**src/design/ptrdr_pkg.sv**
```systemverilog
// shared types and constants for the pulse-timing random bit source
// used by ptrdr_ctrl, ptrdr_dp and pulse_timing_rng_dice_roller_core; no dependencies
`default_nettype none

package ptrdr_pkg;

    // request codes
    localparam logic [1:0] REQ_PULSE = 2'd0;
    localparam logic [1:0] REQ_BYTE  = 2'd1;
    localparam logic [1:0] REQ_ROLL  = 2'd2;
    localparam logic [1:0] REQ_NONE  = 2'd3;

    // result status codes
    localparam logic STATUS_OK    = 1'b0;
    localparam logic STATUS_EMPTY = 1'b1;

    // dice range limits and reset value
    localparam logic [7:0] DICE_MIN   = 8'd2;
    localparam logic [7:0] DICE_MAX   = 8'd128;
    localparam logic [7:0] DICE_RESET = 8'd2;

    localparam int BYTE_BITS = 8;

    typedef struct packed {
        logic [1:0]  req_type;
        logic [31:0] pulse_time;
    } item_t;

    typedef struct packed {
        logic [7:0] value;
        logic       status;
        logic [6:0] bits_available;
    } result_t;

    // controller to datapath
    typedef struct packed {
        logic load;
        logic pulse_a;
        logic pulse_b;
        logic pop_byte;
        logic set_ok;
        logic roll_step;
        logic finish;
    } cmd_t;

    // datapath to controller
    typedef struct packed {
        logic phase_end;
        logic empty;
        logic ge8;
        logic roll_hit;
    } stat_t;

endpackage

`default_nettype wire

```
**src/design/ptrdr_ctrl.sv**
```systemverilog
// sequencing controller for the pulse-timing random bit source
// depends on ptrdr_pkg; drives ptrdr_dp through cmd_t and reads stat_t
`default_nettype none

module ptrdr_ctrl
(
    input  wire logic              clk,
    input  wire logic              rst_n,
    input  wire logic              start,
    input  wire logic [1:0]        req_type,
    input  wire ptrdr_pkg::stat_t  stat,
    output ptrdr_pkg::cmd_t        cmd,
    output logic                   busy,
    output logic                   cfg_ready
);

    typedef enum logic [2:0] {
        S_IDLE,
        S_PULSE_A,
        S_PULSE_B,
        S_BYTE_CHK,
        S_BYTE_POP,
        S_ROLL,
        S_FIN
    } state_t;

    state_t     state_reg, state_next;
    logic [2:0] cnt_reg, cnt_next;

    always_comb
    begin
        state_next = state_reg;
        cnt_next   = cnt_reg;
        cmd        = '0;
        unique case (state_reg)
            S_IDLE:
            begin
                if (start)
                begin
                    cmd.load = 1'b1;
                    unique case (req_type)
                        ptrdr_pkg::REQ_PULSE: state_next = S_PULSE_A;
                        ptrdr_pkg::REQ_BYTE:  state_next = S_BYTE_CHK;
                        ptrdr_pkg::REQ_ROLL:  state_next = S_ROLL;
                        ptrdr_pkg::REQ_NONE:  state_next = S_IDLE;
                        default:              state_next = S_IDLE;
                    endcase
                end
            end
            S_PULSE_A:
            begin
                cmd.pulse_a = 1'b1;
                state_next  = stat.phase_end ? S_PULSE_B : S_IDLE;
            end
            S_PULSE_B:
            begin
                cmd.pulse_b = 1'b1;
                state_next  = S_IDLE;
            end
            S_BYTE_CHK:
            begin
                cnt_next   = '0;
                state_next = stat.ge8 ? S_BYTE_POP : S_FIN;
            end
            S_BYTE_POP:
            begin
                cmd.pop_byte = 1'b1;
                cnt_next     = cnt_reg + 3'd1;
                if (cnt_reg == 3'(ptrdr_pkg::BYTE_BITS - 1))
                begin
                    cmd.set_ok = 1'b1;
                    state_next = S_FIN;
                end
            end
            S_ROLL:
            begin
                // one queued bit per cycle until a value lands or the queue runs dry
                if (stat.empty)
                begin
                    state_next = S_FIN;
                end
                else
                begin
                    cmd.roll_step = 1'b1;
                    if (stat.roll_hit)
                    begin
                        state_next = S_FIN;
                    end
                end
            end
            S_FIN:
            begin
                cmd.finish = 1'b1;
                state_next = S_IDLE;
            end
            default:
            begin
                state_next = S_IDLE;
            end
        endcase
    end

    always_ff @(posedge clk or negedge rst_n)
    begin
        if (!rst_n)
        begin
            state_reg <= S_IDLE;
            cnt_reg   <= '0;
        end
        else
        begin
            state_reg <= state_next;
            cnt_reg   <= cnt_next;
        end
    end

    assign busy      = (state_reg != S_IDLE);
    assign cfg_ready = (state_reg == S_IDLE);

endmodule

`default_nettype wire

```
**src/design/ptrdr_dp.sv**
```systemverilog
// datapath: pulse interval compare, bit ring, byte shifter and dice roller
// depends on ptrdr_pkg; commanded by ptrdr_ctrl
`default_nettype none

module ptrdr_dp
#(
    parameter int QUEUE_BITS = 128
)
(
    input  wire logic                clk,
    input  wire logic                rst_n,
    input  wire ptrdr_pkg::item_t    item,
    input  wire logic                cfg_we,
    input  wire logic [7:0]          cfg_data,
    input  wire ptrdr_pkg::cmd_t     cmd,
    output ptrdr_pkg::stat_t         stat,
    output logic                     result_valid,
    output ptrdr_pkg::result_t       result
);

    localparam int PTR_W = $clog2(QUEUE_BITS);
    localparam int HW    = (PTR_W > 7) ? PTR_W : 7;

    localparam logic [1:0] PHASE_START = 2'd0;
    localparam logic [1:0] PHASE_MID   = 2'd1;
    localparam logic [1:0] PHASE_END   = 2'd2;

    function automatic logic [PTR_W-1:0] advance(input logic [PTR_W-1:0] p);
        logic [PTR_W-1:0] q;
        q = (p == PTR_W'(QUEUE_BITS - 1)) ? '0 : p + PTR_W'(1);
        return q;
    endfunction

    logic                mem [QUEUE_BITS];
    logic                rd_reg;

    logic [PTR_W-1:0]    wp_reg, wp_next;
    logic [PTR_W-1:0]    rp_reg, rp_next;
    logic [1:0]          phase_reg, phase_next;
    logic [31:0]         older_reg, older_next;
    logic [31:0]         newer_reg, newer_next;
    logic                flip_reg, flip_next;
    logic [7:0]          span_reg, span_next;
    logic [7:0]          acc_reg, acc_next;
    logic [7:0]          range_reg, range_next;
    logic                valid_reg;

    logic [31:0]         time_reg;
    logic [31:0]         first_reg;
    logic [31:0]         second_reg;
    logic [7:0]          val_reg;
    logic                status_reg;
    ptrdr_pkg::result_t  res_reg;

    logic [HW:0]         held_wide;
    logic [HW-1:0]       held;
    logic                full;
    logic                empty;
    logic                push_en;
    logic                push_bit;
    logic [7:0]          span2;
    logic [7:0]          acc2;
    logic                span_ge;
    logic                roll_hit;
    logic [7:0]          cfg_clamped;

    // queue fill level, pointers may wrap at a non power of two depth
    always_comb
    begin
        held_wide = (HW+1)'(wp_reg) - (HW+1)'(rp_reg)
                  + ((wp_reg < rp_reg) ? (HW+1)'(QUEUE_BITS) : '0);
        held  = held_wide[HW-1:0];
        full  = (held == HW'(QUEUE_BITS - 1));
        empty = (wp_reg == rp_reg);
    end

    // roller step on the bit at the head of the ring
    always_comb
    begin
        span2    = {span_reg[6:0], 1'b0};
        acc2     = {acc_reg[6:0], rd_reg};
        span_ge  = (span2 >= range_reg);
        roll_hit = span_ge && (acc2 < range_reg);
    end

    always_comb
    begin
        priority if (cfg_data < ptrdr_pkg::DICE_MIN)
            cfg_clamped = ptrdr_pkg::DICE_MIN;
        else if (cfg_data > ptrdr_pkg::DICE_MAX)
            cfg_clamped = ptrdr_pkg::DICE_MAX;
        else
            cfg_clamped = cfg_data;
    end

    assign push_bit = flip_reg ? (first_reg > second_reg) : (first_reg < second_reg);
    assign push_en  = cmd.pulse_b && (first_reg != second_reg) && !full;

    always_comb
    begin
        wp_next    = wp_reg;
        rp_next    = rp_reg;
        phase_next = phase_reg;
        older_next = older_reg;
        newer_next = newer_reg;
        flip_next  = flip_reg;
        span_next  = span_reg;
        acc_next   = acc_reg;
        range_next = range_reg;

        if (cfg_we)
        begin
            range_next = cfg_clamped;
            span_next  = 8'd1;
            acc_next   = '0;
        end

        if (cmd.pulse_a)
        begin
            priority if (phase_reg == PHASE_MID)
            begin
                newer_next = time_reg;
                phase_next = PHASE_END;
            end
            else if (phase_reg == PHASE_END)
            begin
                phase_next = PHASE_END;
            end
            else
            begin
                older_next = time_reg;
                phase_next = PHASE_MID;
            end
        end

        if (cmd.pulse_b)
        begin
            if (first_reg != second_reg)
            begin
                flip_next = ~flip_reg;
            end
            if (push_en)
            begin
                wp_next = advance(wp_reg);
            end
            older_next = time_reg;
            phase_next = PHASE_MID;
        end

        if (cmd.pop_byte)
        begin
            rp_next = advance(rp_reg);
        end

        if (cmd.roll_step)
        begin
            rp_next = advance(rp_reg);
            priority if (roll_hit)
            begin
                span_next = 8'd1;
                acc_next  = '0;
            end
            else if (span_ge)
            begin
                span_next = span2 - range_reg;
                acc_next  = acc2 - range_reg;
            end
            else
            begin
                span_next = span2;
                acc_next  = acc2;
            end
        end
    end

    always_ff @(posedge clk or negedge rst_n)
    begin
        if (!rst_n)
        begin
            wp_reg    <= '0;
            rp_reg    <= '0;
            phase_reg <= PHASE_START;
            older_reg <= '0;
            newer_reg <= '0;
            flip_reg  <= 1'b0;
            span_reg  <= 8'd1;
            acc_reg   <= '0;
            range_reg <= ptrdr_pkg::DICE_RESET;
            valid_reg <= 1'b0;
        end
        else
        begin
            wp_reg    <= wp_next;
            rp_reg    <= rp_next;
            phase_reg <= phase_next;
            older_reg <= older_next;
            newer_reg <= newer_next;
            flip_reg  <= flip_next;
            span_reg  <= span_next;
            acc_reg   <= acc_next;
            range_reg <= range_next;
            valid_reg <= cmd.finish;
        end
    end

    // bit ring: one write port, read data registered at the next head pointer
    always_ff @(posedge clk)
    begin
        if (push_en)
        begin
            mem[wp_reg] <= push_bit;
        end
        rd_reg <= mem[rp_next];
    end

    always_ff @(posedge clk)
    begin
        if (cmd.load)
        begin
            time_reg   <= item.pulse_time;
            val_reg    <= '0;
            status_reg <= ptrdr_pkg::STATUS_EMPTY;
        end
        if (cmd.pulse_a)
        begin
            first_reg  <= newer_reg - older_reg;
            second_reg <= time_reg - newer_reg;
        end
        if (cmd.pop_byte)
        begin
            val_reg <= {val_reg[6:0], rd_reg};
        end
        if (cmd.set_ok)
        begin
            status_reg <= ptrdr_pkg::STATUS_OK;
        end
        if (cmd.roll_step && roll_hit)
        begin
            val_reg    <= acc2;
            status_reg <= ptrdr_pkg::STATUS_OK;
        end
        if (cmd.finish)
        begin
            res_reg.value          <= val_reg;
            res_reg.status         <= status_reg;
            res_reg.bits_available <= held[6:0];
        end
    end

    assign stat.phase_end = (phase_reg == PHASE_END);
    assign stat.empty     = empty;
    assign stat.ge8       = (held >= HW'(ptrdr_pkg::BYTE_BITS));
    assign stat.roll_hit  = roll_hit;

    assign result_valid = valid_reg;
    assign result       = res_reg;

`ifndef NO_ASSERTIONS
    a_ptr_range: assert property (@(posedge clk) disable iff (!rst_n)
        (wp_reg < PTR_W'(QUEUE_BITS - 1) || wp_reg == PTR_W'(QUEUE_BITS - 1))
        && (rp_reg < PTR_W'(QUEUE_BITS - 1) || rp_reg == PTR_W'(QUEUE_BITS - 1)))
        else $error("ring pointer beyond depth");

    a_pop_nonempty: assert property (@(posedge clk) disable iff (!rst_n)
        (cmd.pop_byte || cmd.roll_step) |-> !empty)
        else $error("pop from empty ring");

    a_roller_inv: assert property (@(posedge clk) disable iff (!rst_n)
        (acc_reg < span_reg) && (span_reg < range_reg || span_reg == 8'd1))
        else $error("roller accumulator out of span");

    a_strobe_once: assert property (@(posedge clk) disable iff (!rst_n)
        valid_reg |=> !valid_reg)
        else $error("result strobe longer than one cycle");
`endif

endmodule

`default_nettype wire

```
**src/design/pulse_timing_rng_dice_roller_core.sv**
```systemverilog
// Random bit source fed by pulse timestamps, with byte and dice-roll read-out.
// A pulse item passes S_PULSE_A, and also S_PULSE_B on the pulse that closes an interval pair;
// a byte request passes S_BYTE_CHK, pops 8 bits in S_BYTE_POP when at least 8 are queued, then
// S_FIN; a roll request consumes queued bits in S_ROLL until a value lands or the queue runs dry,
// then S_FIN. Both read-outs take bits through the bit ring's single read port, which yields one
// bit per cycle. Each result shows on result for exactly one cycle with result_valid high and
// must be taken then: the receiver cannot stall the block. A new item is taken whenever busy is
// low; dice_range is written through cfg_valid/cfg_ready.
// Depends on ptrdr_pkg, ptrdr_ctrl and ptrdr_dp.
`default_nettype none

module pulse_timing_rng_dice_roller_core
#(
    parameter int QUEUE_BITS = 128
)
(
    input  wire logic                clk,
    input  wire logic                rst_n,
    input  wire logic                start,
    output logic                     busy,
    input  wire ptrdr_pkg::item_t    item,
    input  wire logic                cfg_valid,
    output logic                     cfg_ready,
    input  wire logic [7:0]          cfg_data,
    output logic                     result_valid,
    output ptrdr_pkg::result_t       result
);

    ptrdr_pkg::cmd_t  cmd;
    ptrdr_pkg::stat_t stat;
    logic             cfg_we;

    assign cfg_we = cfg_valid && cfg_ready;

    ptrdr_ctrl u_ctrl
    (
        .clk       (clk),
        .rst_n     (rst_n),
        .start     (start),
        .req_type  (item.req_type),
        .stat      (stat),
        .cmd       (cmd),
        .busy      (busy),
        .cfg_ready (cfg_ready)
    );

    ptrdr_dp #(
        .QUEUE_BITS (QUEUE_BITS)
    ) u_dp
    (
        .clk          (clk),
        .rst_n        (rst_n),
        .item         (item),
        .cfg_we       (cfg_we),
        .cfg_data     (cfg_data),
        .cmd          (cmd),
        .stat         (stat),
        .result_valid (result_valid),
        .result       (result)
    );

endmodule

`default_nettype wire

```
**config.mk**
```make
export PLATFORM = sky130hd
export DESIGN_NAME = pulse_timing_rng_dice_roller_core
export DESIGN_NICKNAME = d
export VERILOG_FILES = /design/src/design/ptrdr_pkg.sv /design/src/design/ptrdr_ctrl.sv /design/src/design/ptrdr_dp.sv /design/src/design/pulse_timing_rng_dice_roller_core.sv
export SDC_FILE = /design/constraint.sdc
export NUM_CORES = 1
export LEC_CHECK = 0
export ABC_CLOCK_PERIOD_IN_PS = 6100
export BUFFER_PORTS_ARGS = -buffer_cell sky130_fd_sc_hd__buf_2
export CORE_UTILIZATION = 40
export CTS_CLUSTER_SIZE = 28
export DETAILED_ROUTE_END_ITERATION = 12
export HOLD_SLACK_MARGIN = 0.12
export PLACE_DENSITY_LB_ADDON = 0.25
export SYNTH_ARGS = -nofsm -noshare
export SYNTH_HDL_FRONTEND = slang
export SYNTH_SLANG_ARGS = --single-unit
```
**constraint.sdc**
```tcl
create_clock -name clk -period 6.1 [get_ports clk]
set_clock_uncertainty 0.05 [all_clocks]
set_input_delay 0.915 -clock clk [delete_from_list [all_inputs] [get_ports clk]]
set_output_delay 0.915 -clock clk [all_outputs]
set_load 0.01 [all_outputs]
```
# == After elaboration in Yosys (flattened, before gate mapping) ==
# Memory sizes are Yosys's and may differ from the RTL's. A register that Yosys moved wholly into a read port is not among the register bits.
# Cells that the tools add are included.
# totals
regBits,231
ramBits,128
input_bits,46
output_inout_bits,19
word_cells,125
n_memories,1
# classes
n_addsub,9
order_cmp,7
eq_ne,22
mux,46
n_bitwise,1
reduce_logical,19
# memory_table
memory,words,width,rd,rd_clocked_by_memory_dff,wr,line_no,text
u_dp.mem,128,1,1,1,1,ptrdr_dp.sv:34,logic mem [QUEUE_BITS];
# ops
cell,count
$mux 32,4
$mux 7,12
$sub 32x32->32,2
$mux 8,5
$gt 32x32->1,1
$lt 32x32->1,1
$ne 32x32->1,1
$eq 7x7->1 const B,3
$sub 7x7->7,3
$pmux 3 s5,1
$add 7x1->7 const B,2
$mux 2,7
$eq 3x3->1 const B,4
$mux 3,4
$pmux 3 s4,1
$mux 1,11
$ge 8x8->1,1
$gt 8x8->1 const B,1
$lt 8x2->1 const B,1
$lt 8x8->1,1
$add 7x7->7 const B,1
$eq 7x7->1,1
$ge 7x4->1 const B,1
$eq 2x2->1 const B,3
other kinds (18),32

# == Longest topological paths before layout ==
# depth
depth_word,7
depth_mapped,15
mapped_depth_nobuf,13

# == By module ==
# Synthesis repeated with hierarchy kept, for this count alone.
# unflattened
hier_cells,1769
area_unflattened_um2,19100.8
# modules_own_cells
mod,instances,cells_per_inst,area_per_inst_um2,seq_area_each_um2
ptrdr_dp,1,1720,18667.9,10092.2
ptrdr_ctrl,1,48,426.7,150.1
pulse_timing_rng_dice_roller_core,1,1,6.3,0.0

# == Least setup slack after synthesis ==
# OpenSTA, ideal clock, no wires.
# synth_path
kind,register to register
startpoint,register u_dp.first_reg[17]
endpoint,memory u_dp.mem[0] (data pin)
setup_ns,0.921
t_arrival_ns,5.491
required_ns,5.129
path_slack_ns,-0.362
stages_incl_launch_ff,12
n_path_buf,0
synth_period_minus_slack_ns,6.462
path_cell_list,edfxtp_1 -> ha_1 -> a21o_1 -> a21o_1 -> a21o_1 -> a21oi_1 -> nor2b_1 -> o21ai_0 -> a211oi_1 -> a2111oi_0 -> o21ai_0 -> mux2i_1
# synth_between
elab_chain_cells,2
word_cells_on_any_way,3
cone_classes,order compare: 2; mux: 1
# synth_rtl
item,line_no,text
"start, declared",ptrdr_dp.sv:49,logic [31:0] first_reg;
"start signal, assigned",ptrdr_dp.sv:226,first_reg <= newer_reg - older_reg;
$lt 32x32->1 or $gt 32x32->1 (tied branches),ptrdr_dp.sv:96,assign push_bit = flip_reg ? (first_reg > second_reg) : (first_reg < second_reg);
$mux 1 (*),ptrdr_dp.sv:96,
named net u_dp.push_bit,ptrdr_dp.sv:60,logic push_bit;
"end, declared",ptrdr_dp.sv:34,
# Mark *: on every way through the listed nets, which the timed path passes. The rest lies on a longest branch.

# == Final worst setup path ==
# layout_path
startpoint,register u_dp.rp_reg[4]
endpoint,register u_dp.rd_reg (read register of u_dp.mem)
# layout_between
elab_chain_cells,4
word_cells_on_any_way,8
cone_classes,add/sub: 1; eq/ne: 2; mux: 5
# layout_rtl
item,line_no,text
"start, declared",ptrdr_dp.sv:38,"logic [PTR_W-1:0] rp_reg, rp_next;"
"start signal, assigned",ptrdr_dp.sv:194,rp_reg <= rp_next;
"$add 7x1->7, or another cell as far along",ptrdr_dp.sv:30,q = (p == PTR_W'(QUEUE_BITS - 1)) ? '0 : p + PTR_W'(1);
$mux 7 or $mux 1 (tied branches),"ptrdr_dp.sv:30, ptrdr_ctrl.sv:78",
$mux 7 or $mux 1 (tied branches),"ptrdr_dp.sv:150, ptrdr_ctrl.sv:35",
$mux 7 (*),ptrdr_dp.sv:155,if (cmd.roll_step)
"end, declared",ptrdr_dp.sv:35,logic rd_reg;
# Every way passes the cells marked *; elsewhere a longest branch is shown, timed or not.
# A chain may end at the register's enable or synchronous reset.

==> impl_metrics.tcl <==
set metrics [dict create \
    cts_hold_repair.buffers 0 \
    holdCritPathClass "primary input to async pin" \
    dp_slack_ns 1.65 \
    iteration_0_drc_count_of_the_detailed_router 797 \
    end_of_the_worst_register_to_register_path "u_dp.rd_reg" \
    crit_arrival_ns 4.96 \
    drc_errors 0 \
    synthCells 1780 \
    numClockSinks 360 \
    antenna_violating_nets_post_route 0 \
    critical_path.cell_chain "clkinv_1, ha_1, nand4_1, o41ai_4, or2_2, xnor2_4, clkinv_1, a311oi_1, o21ai_0, o211ai_1, o22ai_1, a221oi_2" \
    largest_register "u_dp.mem" \
    synth.ff_latch_count 360 \
    ys_seq_area_frac 0.545 \
    number_of_non_filler_instances_in_the_completed_layout 2477 \
    flip_flop_count_of_the_largest_register_after_layout 128 \
    drive_above_1_share 0.0861 \
    timing.setup.tns_ns 0 \
    timing.critical_path.fanout_max 18 \
    layout_commonest_cell "nand2_1" \
    hold_viol 0 \
    ctsLongestPathBuffers 3 \
    tritoncts "built" \
    power.density_cell_area_nw_per_um2 596 \
    synthDistinctLibCells 76 \
    htree_num_levels 2 \
    first_global_vias 12900 \
    antenna_found_initial 1 \
    maxClockFrequency_mhz 222 \
    maxCapViolCount 0 \
    num-nets-final 2009 \
    core-area_um2 46500 \
    final_core_utilization 0.454 \
    layout_common_cells "nand2_1, edfxtp_1, nor2_1" \
    async_flop_share 0.306 \
    gp_congestion 0.867 \
    vertical_extent_of_the_die_um 219 \
    critical_path.reg2reg.startpoint "u_dp.rp_reg[4]" \
    endpoint_kind "register" \
    slowest_delay_ns 0.71 \
    route.final.wire_length_um 42500 \
    grt_start_max_net_pins 129 \
    half_perimeter_wire_length_after_placement_um 28300 \
    die_width_um 219 \
    power.static_leakage_uw 0.00849 \
    synth_enable_flop_cells 248 \
    initial_utilization 0.405 \
    cpMaxStageDelayCell "clkinv_1" \
    yosysWarningCount 0 \
    timing.max_slew.rel_slack 0.241 \
    critical_path.startpoint "u_dp.rp_reg[4]" \
    global_route.overflow_total 0 \
    via_per_inst 5.27 \
    post-place-cells 2400 \
    via_count 13100 \
    cp-endpoint "u_dp.rd_reg" \
    timing_max_transition_violations_final 0 \
    finalWorstSetupSlack_ns 1.60 \
    firstDrtPassIters 5 \
    grt_pass1_wl_um 68100 \
    mappedNetlistArea_um2 18800 \
    unrepaired_setup_endpoints_after_global_routing "false" \
    rows 79 \
    crit_required_ns 6.56 \
    synthesis.area_per_instance_um2 10.6 \
    rr_worst_depth 12 \
    timing_worst_slew_pin_value_ns 1.14 \
    setup_violations 0 \
    path_buf_inv 2 \
    post_drt_wl_per_cell_um 17.2 \
    timing_worst_setup_path_type "register to register" \
    synth_nets 1953 \
    clk_pin_slew_ns 0.06 \
    timing.reg2reg.setup_slack_ns 1.60 \
    root_buffer "clkbuf_16" \
    floorplan.die_area_um2 47900 \
    area.growth.synth_to_final_pct 12.3 \
    floorplan.io_pins 65 \
    total_power_uw 12600 \
    cpLargestDelayFamily "compound AO/OA/AOI/OAI gates" \
    worst_ir_drop_vdd_v 0.000332 \
    part_of_the_cycle_the_worst_path_needs 0.737 \
    cts_buffers 41 \
    io_buffer_count 64 \
    post_cts_resize_count 0 \
    critical_path.most_common_cell "clkinv_1" \
    insertion_delay_ns 0.59 \
    dominantRegCellSynth "edfxtp_1" \
    path_depth 12 \
    startpoint_type "register" \
    grt_util_all_layers 0.181 \
    finalCriticalPeriod_ns 4.50 \
    post_cts_buffers 0 \
    outcome "complete, no violations" \
]
==> cells in the mapped netlist (9+ instances only) <==
cell / count / share of area
nand2b_1: 15 / 0.0050
a22o_1: 10 / 0.0047
nand3_1: 21 / 0.0056
dfrtp_1: 108 / 0.14
xnor2_1: 52 / 0.024
buf_2: 12 / 0.0032
and3_1: 38 / 0.013
mux2i_1: 12 / 0.0064
inv_1: 141 / 0.028
a31oi_1: 12 / 0.0040
o211ai_1: 9 / 0.0036
a21oi_1: 77 / 0.021
clkbuf_1: 41 / 0.0082
nor2_1: 190 / 0.038
nand4_1: 15 / 0.0050
a21o_1: 52 / 0.021
nor2b_1: 24 / 0.0080
o21ai_0: 123 / 0.033
nand2_1: 258 / 0.052
o21a_1: 18 / 0.0072
edfxtp_1: 248 / 0.40
a211oi_1: 9 / 0.0036
nor3_1: 11 / 0.0029
xor2_1: 25 / 0.012
ha_1: 122 / 0.081
a311oi_1: 28 / 0.013
==> worst reg2reg max path, stage by stage, from the launching register on <==
cell and delay [ns]:
dfrtp_1 0.47, clkinv_1 0.24, ha_1 0.42, nand4_1 0.19, o41ai_4 0.69, or2_2 0.29
xnor2_4 0.27, clkinv_1 0.71, a311oi_1 0.43, o21ai_0 0.15, o211ai_1 0.21, o22ai_1 0.16
a221oi_2 0.18
==> stage by stage <==
step / instance area (um2) / hold slack (ns)
after floorplan: 18800 / 0.350
after global placement: 19700 / 0.359
after detailed placement: 19700 / 0.367
after CTS: 21100 / 0.366
after global routing: 21100 / 0.385
final: 21100 / 0.370
==> layer usage <==
layer	routed length (um)	vias up	track usage
li1	-	6419	-
met1	19500	6312	0.239
met2	20000	245	0.299
met3	1930	75	0.0345
met4	1080	0	0.0576
met5	0	-	0
==> worst min path at each step <==
stage	from	end	slack, ns	depth (start not counted)
floorplan	u_dp.val_reg[7]	u_dp.result[15]	0.35	0
global placement	u_dp.val_reg[7]	u_dp.result[15]	0.36	0
detailed placement	u_dp.val_reg[7]	u_dp.result[15]	0.37	0
CTS	rst_n	u_dp.older_reg[0]	0.37	1
global route	u_dp.val_reg[7]	u_dp.result[15]	0.38	0
finish	rst_n	u_dp.older_reg[0]	0.37	1
==> power breakdown <==
| group | switching, uW | internal, uW |
|---|---|---|
| clock network | 1030 | 1460 |
| registers | 355 | 3770 |
| logic | 3600 | 2360 |
==> layout make-up <==
| class | count | area (um2) |
|---|---|---|
| diodes | 1 | 2.50 |
| clock buffers | 50 | 1090 |
| clock inverters | 26 | 280 |
| fillers | 4378 | 25400 |
| inverters | 144 | 541 |
| multi-input cells | 1218 | 7810 |
| flip-flops and latches | 360 | 10200 |
| well taps | 607 | 759 |
| repair buffers | 71 | 375 |
==> logic make-up after synthesis <==
family                   after synthesis  share of synthesized area
AND/OR/NAND/NOR                      604                      0.140
adder cells (fa/ha/maj)              127                     0.0865
buffers and inverters                202                     0.0419
XOR/XNOR                              79                     0.0382
multiplexers                          20                     0.0137
flip-flops                           360                      0.545
AO/OA/AOI/OAI                        388                      0.134
Note: power is estimated with default switching activity, not from simulation.
